===== src/rtl/dsw_pkg.sv =====
`default_nettype none
package dsw_pkg;

    localparam int CHANNELS = 8;
    localparam int CH_W     = (CHANNELS > 1) ? $clog2(CHANNELS) : 1;
    localparam int CHN_W    = 3;
    localparam int WORD_W   = 32;

    typedef logic [CH_W-1:0]   t_idx;
    typedef logic [CHN_W-1:0]  t_chn;
    typedef logic [WORD_W-1:0] t_word;

    typedef enum logic {
        OP_TRIGGER = 1'b0,
        OP_INSPECT = 1'b1
    } t_op;

    localparam t_idx IDX_LAST = CH_W'(CHANNELS - 1);

    // Handles and progress count, one row per channel
    typedef struct packed {
        t_word src;
        t_word dst;
        t_word cnt;
    } t_row;

    typedef struct packed {
        logic en;
        t_idx idx;
        t_row row;
    } t_row_wr;

    typedef struct packed {
        logic  en;
        t_idx  idx;
        t_word cnt;
    } t_chk_wr;

    function automatic t_idx f_chn2idx(input t_chn chn);
        logic [CH_W+CHN_W-1:0] wide;
        wide = {{CH_W{1'b0}}, chn};
        return wide[CH_W-1:0];
    endfunction

    function automatic t_chn f_idx2chn(input t_idx idx);
        logic [CH_W+CHN_W-1:0] wide;
        wide = {{CHN_W{1'b0}}, idx};
        return wide[CHN_W-1:0];
    endfunction

    function automatic logic f_chn_ok(input t_chn chn);
        logic [WORD_W-1:0] wide;
        wide = {{(WORD_W-CHN_W){1'b0}}, chn};
        return wide < WORD_W'(CHANNELS);
    endfunction

endpackage
`default_nettype wire


===== src/rtl/dsw_if.sv =====
`default_nettype none
interface dsw_in_if;
    logic        valid;
    logic        ready;
    logic        opcode;
    logic [2:0]  channel;
    logic [31:0] msg_source;
    logic [31:0] msg_dest;

    modport source (output valid, opcode, channel, msg_source, msg_dest, input ready);
    modport sink   (input valid, opcode, channel, msg_source, msg_dest, output ready);
endinterface

interface dsw_out_if;
    logic        valid;
    logic        ready;
    logic [2:0]  report_channel;
    logic [31:0] report_source;
    logic [31:0] report_dest;
    logic [31:0] report_count;
    logic        stuck;
    logic        last;

    modport source (output valid, report_channel, report_source, report_dest,
                    report_count, stuck, last, input ready);
    modport sink   (input valid, report_channel, report_source, report_dest,
                    report_count, stuck, last, output ready);
endinterface
`default_nettype wire


===== src/rtl/dsw_store.sv =====
`default_nettype none
module dsw_store (
    input  wire logic            i_clk,
    input  wire logic            i_rst_n,
    input  wire dsw_pkg::t_idx   i_row_raddr,
    output      dsw_pkg::t_row   o_row_rdata,
    input  wire dsw_pkg::t_row_wr i_row_wr,
    input  wire dsw_pkg::t_idx   i_chk_raddr,
    output      dsw_pkg::t_word  o_chk_rdata,
    input  wire dsw_pkg::t_chk_wr i_chk_wr
);
    import dsw_pkg::*;

    t_row  r_mem_row [CHANNELS];
    t_word r_mem_chk [CHANNELS];

    // Entry-written flags: an unwritten entry reads as zero
    logic [CHANNELS-1:0] r_vld_row;
    logic [CHANNELS-1:0] r_vld_chk;

    t_row  r_row_q;
    t_word r_chk_q;
    logic  r_row_qv;
    logic  r_chk_qv;

    always_ff @(posedge i_clk) begin
        if (i_row_wr.en) begin
            r_mem_row[i_row_wr.idx] <= i_row_wr.row;
        end
        if (i_chk_wr.en) begin
            r_mem_chk[i_chk_wr.idx] <= i_chk_wr.cnt;
        end
        r_row_q <= r_mem_row[i_row_raddr];
        r_chk_q <= r_mem_chk[i_chk_raddr];
    end

    always_ff @(posedge i_clk) begin
        if (!i_rst_n) begin
            r_vld_row <= '0;
            r_vld_chk <= '0;
            r_row_qv  <= 1'b0;
            r_chk_qv  <= 1'b0;
        end else begin
            if (i_row_wr.en) begin
                r_vld_row[i_row_wr.idx] <= 1'b1;
            end
            if (i_chk_wr.en) begin
                r_vld_chk[i_chk_wr.idx] <= 1'b1;
            end
            r_row_qv <= r_vld_row[i_row_raddr];
            r_chk_qv <= r_vld_chk[i_chk_raddr];
        end
    end

    assign o_row_rdata = r_row_qv ? r_row_q : '0;
    assign o_chk_rdata = r_chk_qv ? r_chk_q : '0;

endmodule
`default_nettype wire


===== src/rtl/dispatch_stall_watchdog.sv =====
`default_nettype none
// Per-channel stall watchdog for message dispatch workers. A trigger beat
// (opcode 0) records the source and destination handles of the message a
// channel is now handling and bumps that channel's 32-bit progress count,
// which wraps; triggers naming a channel at or above CHANNELS are dropped.
// Triggers are taken one per cycle while idle, with no bubbles: the count
// is a read-modify-write on a RAM with a registered read, and back-to-back
// triggers to the same channel are covered by forwarding the count just
// written. An inspect beat (opcode 1) walks channels 0..CHANNELS-1 and emits
// one report beat each; a channel whose count is unchanged since the previous
// inspect and whose destination is nonzero is flagged stuck, otherwise its
// checked count catches up. Each channel of the walk passes a RAM read
// state, then an evaluate-and-write-back state; ready stays low from an inspect
// until the last report is loaded, later if the sink stalls. The last report
// may still wait in the output register while the next beat is accepted.
// All state reads as zero after reset; there is no clearing pass.
module dispatch_stall_watchdog (
    input  wire logic  i_clk,
    input  wire logic  i_rst_n,
    dsw_in_if.sink     i_in,
    dsw_out_if.source  o_out
);
    import dsw_pkg::*;

    typedef enum logic [1:0] {
        S_IDLE,
        S_RD,
        S_EVAL
    } t_state;

    t_state r_state, n_state;
    t_idx   r_idx, n_idx;

    // trigger write-back stage
    logic  r_t_vld, n_t_vld;
    t_idx  r_t_idx;
    t_word r_t_src;
    t_word r_t_dst;

    // last count written, for same-channel trigger back to back
    logic  r_f_vld;
    t_idx  r_f_idx;
    t_word r_f_cnt;

    // report register
    logic  r_o_vld, n_o_vld;
    logic  o_load;
    t_chn  r_o_chn;
    t_word r_o_src;
    t_word r_o_dst;
    t_word r_o_cnt;
    logic  r_o_stuck;
    logic  r_o_last;

    t_idx    row_raddr;
    t_row    row_rdata;
    t_word   chk_rdata;
    t_row_wr row_wr;
    t_chk_wr chk_wr;

    logic  in_acc;
    t_word base_cnt;
    logic  is_last;
    logic  stuck;

    assign i_in.ready = (r_state == S_IDLE);
    assign in_acc     = i_in.valid && i_in.ready;

    // In idle the RAM reads on the incoming channel, during a walk on r_idx
    assign row_raddr = (r_state == S_IDLE) ? f_chn2idx(i_in.channel) : r_idx;

    dsw_store u_store (
        .i_clk       (i_clk),
        .i_rst_n     (i_rst_n),
        .i_row_raddr (row_raddr),
        .o_row_rdata (row_rdata),
        .i_row_wr    (row_wr),
        .i_chk_raddr (r_idx),
        .o_chk_rdata (chk_rdata),
        .i_chk_wr    (chk_wr)
    );

    // Trigger write-back: count + 1, handles overwritten
    always_comb begin
        base_cnt = (r_f_vld && (r_f_idx == r_t_idx)) ? r_f_cnt : row_rdata.cnt;
        row_wr.en      = r_t_vld;
        row_wr.idx     = r_t_idx;
        row_wr.row.src = r_t_src;
        row_wr.row.dst = r_t_dst;
        row_wr.row.cnt = base_cnt + WORD_W'(1);
    end

    // Walk evaluation
    always_comb begin
        is_last    = (r_idx == IDX_LAST);
        stuck      = (row_rdata.cnt == chk_rdata) && (row_rdata.dst != '0);
        o_load     = (r_state == S_EVAL) && (!r_o_vld || o_out.ready);
        chk_wr.en  = o_load && (row_rdata.cnt != chk_rdata);
        chk_wr.idx = r_idx;
        chk_wr.cnt = row_rdata.cnt;
    end

    always_comb begin
        n_state = r_state;
        n_idx   = r_idx;
        n_t_vld = in_acc && (i_in.opcode == OP_TRIGGER) && f_chn_ok(i_in.channel);
        n_o_vld = r_o_vld && !o_out.ready;
        case (r_state)
            S_IDLE: begin
                if (in_acc && (i_in.opcode == OP_INSPECT)) begin
                    n_state = S_RD;
                    n_idx   = '0;
                end
            end
            S_RD: begin
                n_state = S_EVAL;
            end
            S_EVAL: begin
                if (o_load) begin
                    n_o_vld = 1'b1;
                    if (is_last) begin
                        n_state = S_IDLE;
                    end else begin
                        n_state = S_RD;
                        n_idx   = r_idx + CH_W'(1);
                    end
                end
            end
            default: begin
                n_state = S_IDLE;
            end
        endcase
    end

    always_ff @(posedge i_clk) begin
        r_t_idx <= f_chn2idx(i_in.channel);
        r_t_src <= i_in.msg_source;
        r_t_dst <= i_in.msg_dest;
        r_f_idx <= r_t_idx;
        r_f_cnt <= row_wr.row.cnt;
        r_idx   <= n_idx;
        if (o_load) begin
            r_o_chn   <= f_idx2chn(r_idx);
            r_o_src   <= row_rdata.src;
            r_o_dst   <= row_rdata.dst;
            r_o_cnt   <= row_rdata.cnt;
            r_o_stuck <= stuck;
            r_o_last  <= is_last;
        end
        if (!i_rst_n) begin
            r_state <= S_IDLE;
            r_t_vld <= 1'b0;
            r_f_vld <= 1'b0;
            r_o_vld <= 1'b0;
        end else begin
            r_state <= n_state;
            r_t_vld <= n_t_vld;
            r_f_vld <= r_t_vld;
            r_o_vld <= n_o_vld;
        end
    end

    assign o_out.valid          = r_o_vld;
    assign o_out.report_channel = r_o_chn;
    assign o_out.report_source  = r_o_src;
    assign o_out.report_dest    = r_o_dst;
    assign o_out.report_count   = r_o_cnt;
    assign o_out.stuck          = r_o_stuck;
    assign o_out.last           = r_o_last;

endmodule
`default_nettype wire


===== src/flat_wrapper.sv =====
// flat-port wrapper written by rule: the top's interface ports become plain ports
module dispatch_stall_watchdog_flat import dsw_pkg::*;
  (i_clk, i_rst_n, i_in_valid, i_in_opcode, i_in_channel, i_in_msg_source, i_in_msg_dest, i_in_ready, o_out_valid, o_out_report_channel, o_out_report_source, o_out_report_dest, o_out_report_count, o_out_stuck, o_out_last, o_out_ready);
  dsw_in_if i_in_i ();
  dsw_out_if o_out_i ();
  input  wire logic i_clk;
  input  wire logic i_rst_n;
  input wire logic [$bits(i_in_i.valid)-1:0] i_in_valid;
  input wire logic [$bits(i_in_i.opcode)-1:0] i_in_opcode;
  input wire logic [$bits(i_in_i.channel)-1:0] i_in_channel;
  input wire logic [$bits(i_in_i.msg_source)-1:0] i_in_msg_source;
  input wire logic [$bits(i_in_i.msg_dest)-1:0] i_in_msg_dest;
  output wire logic [$bits(i_in_i.ready)-1:0] i_in_ready;
  output wire logic [$bits(o_out_i.valid)-1:0] o_out_valid;
  output wire logic [$bits(o_out_i.report_channel)-1:0] o_out_report_channel;
  output wire logic [$bits(o_out_i.report_source)-1:0] o_out_report_source;
  output wire logic [$bits(o_out_i.report_dest)-1:0] o_out_report_dest;
  output wire logic [$bits(o_out_i.report_count)-1:0] o_out_report_count;
  output wire logic [$bits(o_out_i.stuck)-1:0] o_out_stuck;
  output wire logic [$bits(o_out_i.last)-1:0] o_out_last;
  input wire logic [$bits(o_out_i.ready)-1:0] o_out_ready;
  assign i_in_i.valid = i_in_valid;
  assign i_in_i.opcode = i_in_opcode;
  assign i_in_i.channel = i_in_channel;
  assign i_in_i.msg_source = i_in_msg_source;
  assign i_in_i.msg_dest = i_in_msg_dest;
  assign i_in_ready = i_in_i.ready;
  assign o_out_valid = o_out_i.valid;
  assign o_out_report_channel = o_out_i.report_channel;
  assign o_out_report_source = o_out_i.report_source;
  assign o_out_report_dest = o_out_i.report_dest;
  assign o_out_report_count = o_out_i.report_count;
  assign o_out_stuck = o_out_i.stuck;
  assign o_out_last = o_out_i.last;
  assign o_out_i.ready = o_out_ready;
  dispatch_stall_watchdog u_core (.i_clk(i_clk), .i_rst_n(i_rst_n), .i_in(i_in_i), .o_out(o_out_i));
endmodule

===== config.mk =====
export PLATFORM = sky130hd
export DESIGN_NAME = dispatch_stall_watchdog_flat
export DESIGN_NICKNAME = d
export VERILOG_FILES = /design/src/rtl/dsw_pkg.sv /design/src/rtl/dsw_if.sv /design/src/rtl/dsw_store.sv /design/src/rtl/dispatch_stall_watchdog.sv /design/src/flat_wrapper.sv
export SDC_FILE = /design/constraint.sdc
export NUM_CORES = 1
export LEC_CHECK = 0
export BUFFER_PORTS_ARGS = -buffer_cell sky130_fd_sc_hd__buf_2
export CORE_UTILIZATION = 25
export DETAILED_ROUTE_END_ITERATION = 10
export PLACE_DENSITY = 0.45
export SYNTH_ARGS = -nofsm -noshare
export SYNTH_HDL_FRONTEND = slang
export SYNTH_SLANG_ARGS = --single-unit

===== constraint.sdc =====
create_clock -name i_clk -period 10.8 [get_ports i_clk]
set_input_delay 0.54 -clock i_clk [delete_from_list [all_inputs] [get_ports i_clk]]
set_output_delay 0.54 -clock i_clk [all_outputs]
set_load 0.005 [all_outputs]

==> metrics <==
core area=around 0.20 sq mm; Routed Antenna Nets=0; Die Y=448 microns; Seq/Total Area, Yosys=78.4%; LEAKAGE=19.0 nW; VDD IR-drop max=about 0.00012 V; syn_nets=2613; CTS tree=yes; number of synthesized flops with an enable pin=1128; RD Place Congestion=about 0.74; crit end category=register; number of global-route vias before repair=around 25000; post-CTS setup buffer count=0; top-count cell post-synth=edfxtp_1; Rows=163; status=complete, no violations; PnR worst setup slack=6.51 ns; Worst-Skew Late Latency=0.78 ns; fillers=between 15000 and 20000; first drt pass iteration count=5; gr usage total=12.4%; critical path class=register to register; Synth cell types=55; DRC errors left=0; WL per Instance=22.0 microns; class of the worst hold path=primary input to register; RSZ-0062 raised after global routing=no; Fmax=233 MHz; post-synth top area cell=edfxtp_1; Final Cycle Share=39.8%; Hold Violations, Final=0; data arrival time of the worst path=4.76 ns; DR iter-0 viols=between 1500 and 2000; post-synthesis cell count=2538; share of layout cells above drive strength 1=26.0%; initial antenna violation count=9; Die Width=~450 microns; Slew @ Worst Pin=1.14 ns; first-pass GRT wire length=180000 microns; via/cell ratio=approximately 4.3; PwrDens=194 mW/mm^2; leading post-synthesis cells by cell area=edfxtp_1, dfxtp_1, mux4_2; worst-case clock buffer depth=3; CTS root buf=clkbuf_16; Util after Layout=30.3%; fin. max-slew vios=0; Overflow after GRT=0; Worst slew margin=23.2%; Worst setup SP type=register; Worst Path Required=11.27 ns; critical path launch point=u_core.r_t_idx[2]; Setup violations, final=0; post-layout min period=4.29 ns; detailed-route via count=24400; Commonest cells post-synth=edfxtp_1, dfxtp_1, mux4_2; Final nets=2949; Multi-input gate area=approximately 0.010 sq mm; top_reg_cell synth=edfxtp_1; Initial Util=25.2%; Synth top area share=slightly below 70%; hold path start=i_rst_n; Mapped Area=0.0496 sq mm; Mean Syn Cell Area=just under 20 sq um; FF+latch count, synth=around 1400; die footprint=between 0.2 and 0.25 sq mm; count of input and output buffers=~170; Detailed Route WL=124000 microns; max-cap violations=0; FF+latch area=0.0389 sq mm; clk sinks=between 1000 and 1500; clock skew=0.0405 ns; largest net degree at the start of global routing=120; Reg clk slew, reported paths=0.06 ns; CP max FO=41; setup_tns=0 ns; CTS HTree Levels=4; Synthesis Warnings=0; Num CTS Buffers=around 150; # IOs=~180; pre-CTS setup slack=6.55 ns; RR Startpoint=u_core.r_t_idx[2]; HPWL after DPL=67000 microns; ys async rst share=0%; Area growth, synth to finish=20.3%
==> sequential cells by signal (all words and copies together) (netlist names), 2 cells and up <==
name and count:
u_core.u_store.r_mem_chk 256, u_core.r_f_idx 3, u_core.o_out.report_channel 3, u_core.u_store.r_chk_q 32, u_core.u_store.r_row_q 96, u_core.u_store.r_mem_row 768
u_core.r_t_idx 3, u_core.u_store.r_vld_row 8, u_core.o_out.report_count 32, u_core.r_t_dst 32, u_core.r_t_src 32, u_core.o_out.report_source 32
u_core.u_store.r_vld_chk 8, u_core.o_out.report_dest 32, u_core.r_state 2, u_core.r_f_cnt 32, u_core.r_idx 3
==> metrics by stage <==
step	power (mW)	cell area, sq um	hold slack (ns)	cells
final	11.6	59700	0.136	5646
after global routing	12.0	59700	0.117	5643
after CTS	11.8	59700	0.0502	5643
after detailed placement	6.49	53900	0.386	5290
after global placement	6.49	53900	0.375	5290
after floorplan	6.31	49600	0.371	2538
==> final timing paths <==
check                                     to  slack, ns  cells after the start
max          u_core.u_store.r_mem_row[6][28]       6.51                     11
min              u_core.u_store.r_vld_chk[6]       0.14                      3
max reg2reg  u_core.u_store.r_mem_row[6][28]       6.51                     11
min reg2reg                u_core.r_f_idx[1]       0.43                      0
==> where the power goes <==
part / switching [mW] / internal [mW]
Combinational: 0.226 / 0.234
Clock: 2.18 / 3.01
Sequential: 0.102 / 5.82
==> area by class of cell <==
class	instances	area share [%]
Antenna cell	3	0.0126
Clock buffer	208	7.11
Clock inverter	76	1.41
Inverter	14	0.0964
Multi-Input combinational cell	1030	17.3
Sequential cell	1381	65.2
Tap cell	2640	5.53
Timing Repair Buffer	294	3.32
==> kinds of logic after synthesis <==
group,synth area share [%]
compound gates,3.17
fa+ha+maj,0.0756
mux,11.5
buf+inv,1.08
simple gates,4.64
flops,78.4
xor+xnor,1.04
==> per-layer routing <==
layer	part of all wire (%)	wire (microns)	track usage, %	up-vias
li1	-	-	-	10900
met1	47	58300	17.3	12800
met2	46	57700	19.6	533
met3	4.8	5910	2.47	157
met4	1.8	2240	3.11	4
met5	0.019	24	0	-
==> repair_timing <==
| action | 4_1_cts | 5_1_grt |
|---|---|---|
| hold endpoints to repair | 68 | 0 |
| gates resized for setup | 0 | 0 |
| hold buffers | 69 | 0 |
==> cell usage in the layout (no fill, tap or decap), types with 54 or more instances in the layout <==
master / netlist / routed
nand2_1: 101 / 101
o21ai_0: 59 / 59
and2_1: 92 / 92
clkbuf_16: 0 / 155
nand4_1: 54 / 54
edfxtp_1: 1128 / 1128
mux2_2: 100 / 100
mux4_2: 194 / 194
dlygate4sd3_1: 0 / 69
dfxtp_1: 253 / 252
a22oi_1: 130 / 130
buf_2: 24 / 174
==> critical path, cell delays in order (launching register included) <==
cell      delay [ns]
dfxtp_1         0.46
xnor2_1         0.13
nand4_1         0.13
buf_4           0.47
mux2_2          0.30
ha_1            0.33
nand4_1         0.20
nor4_2          0.53
nand4_1         0.25
nor4_1          0.44
o221ai_1        0.21
xor2_1          0.51
(Power assumes the default switching activity.)
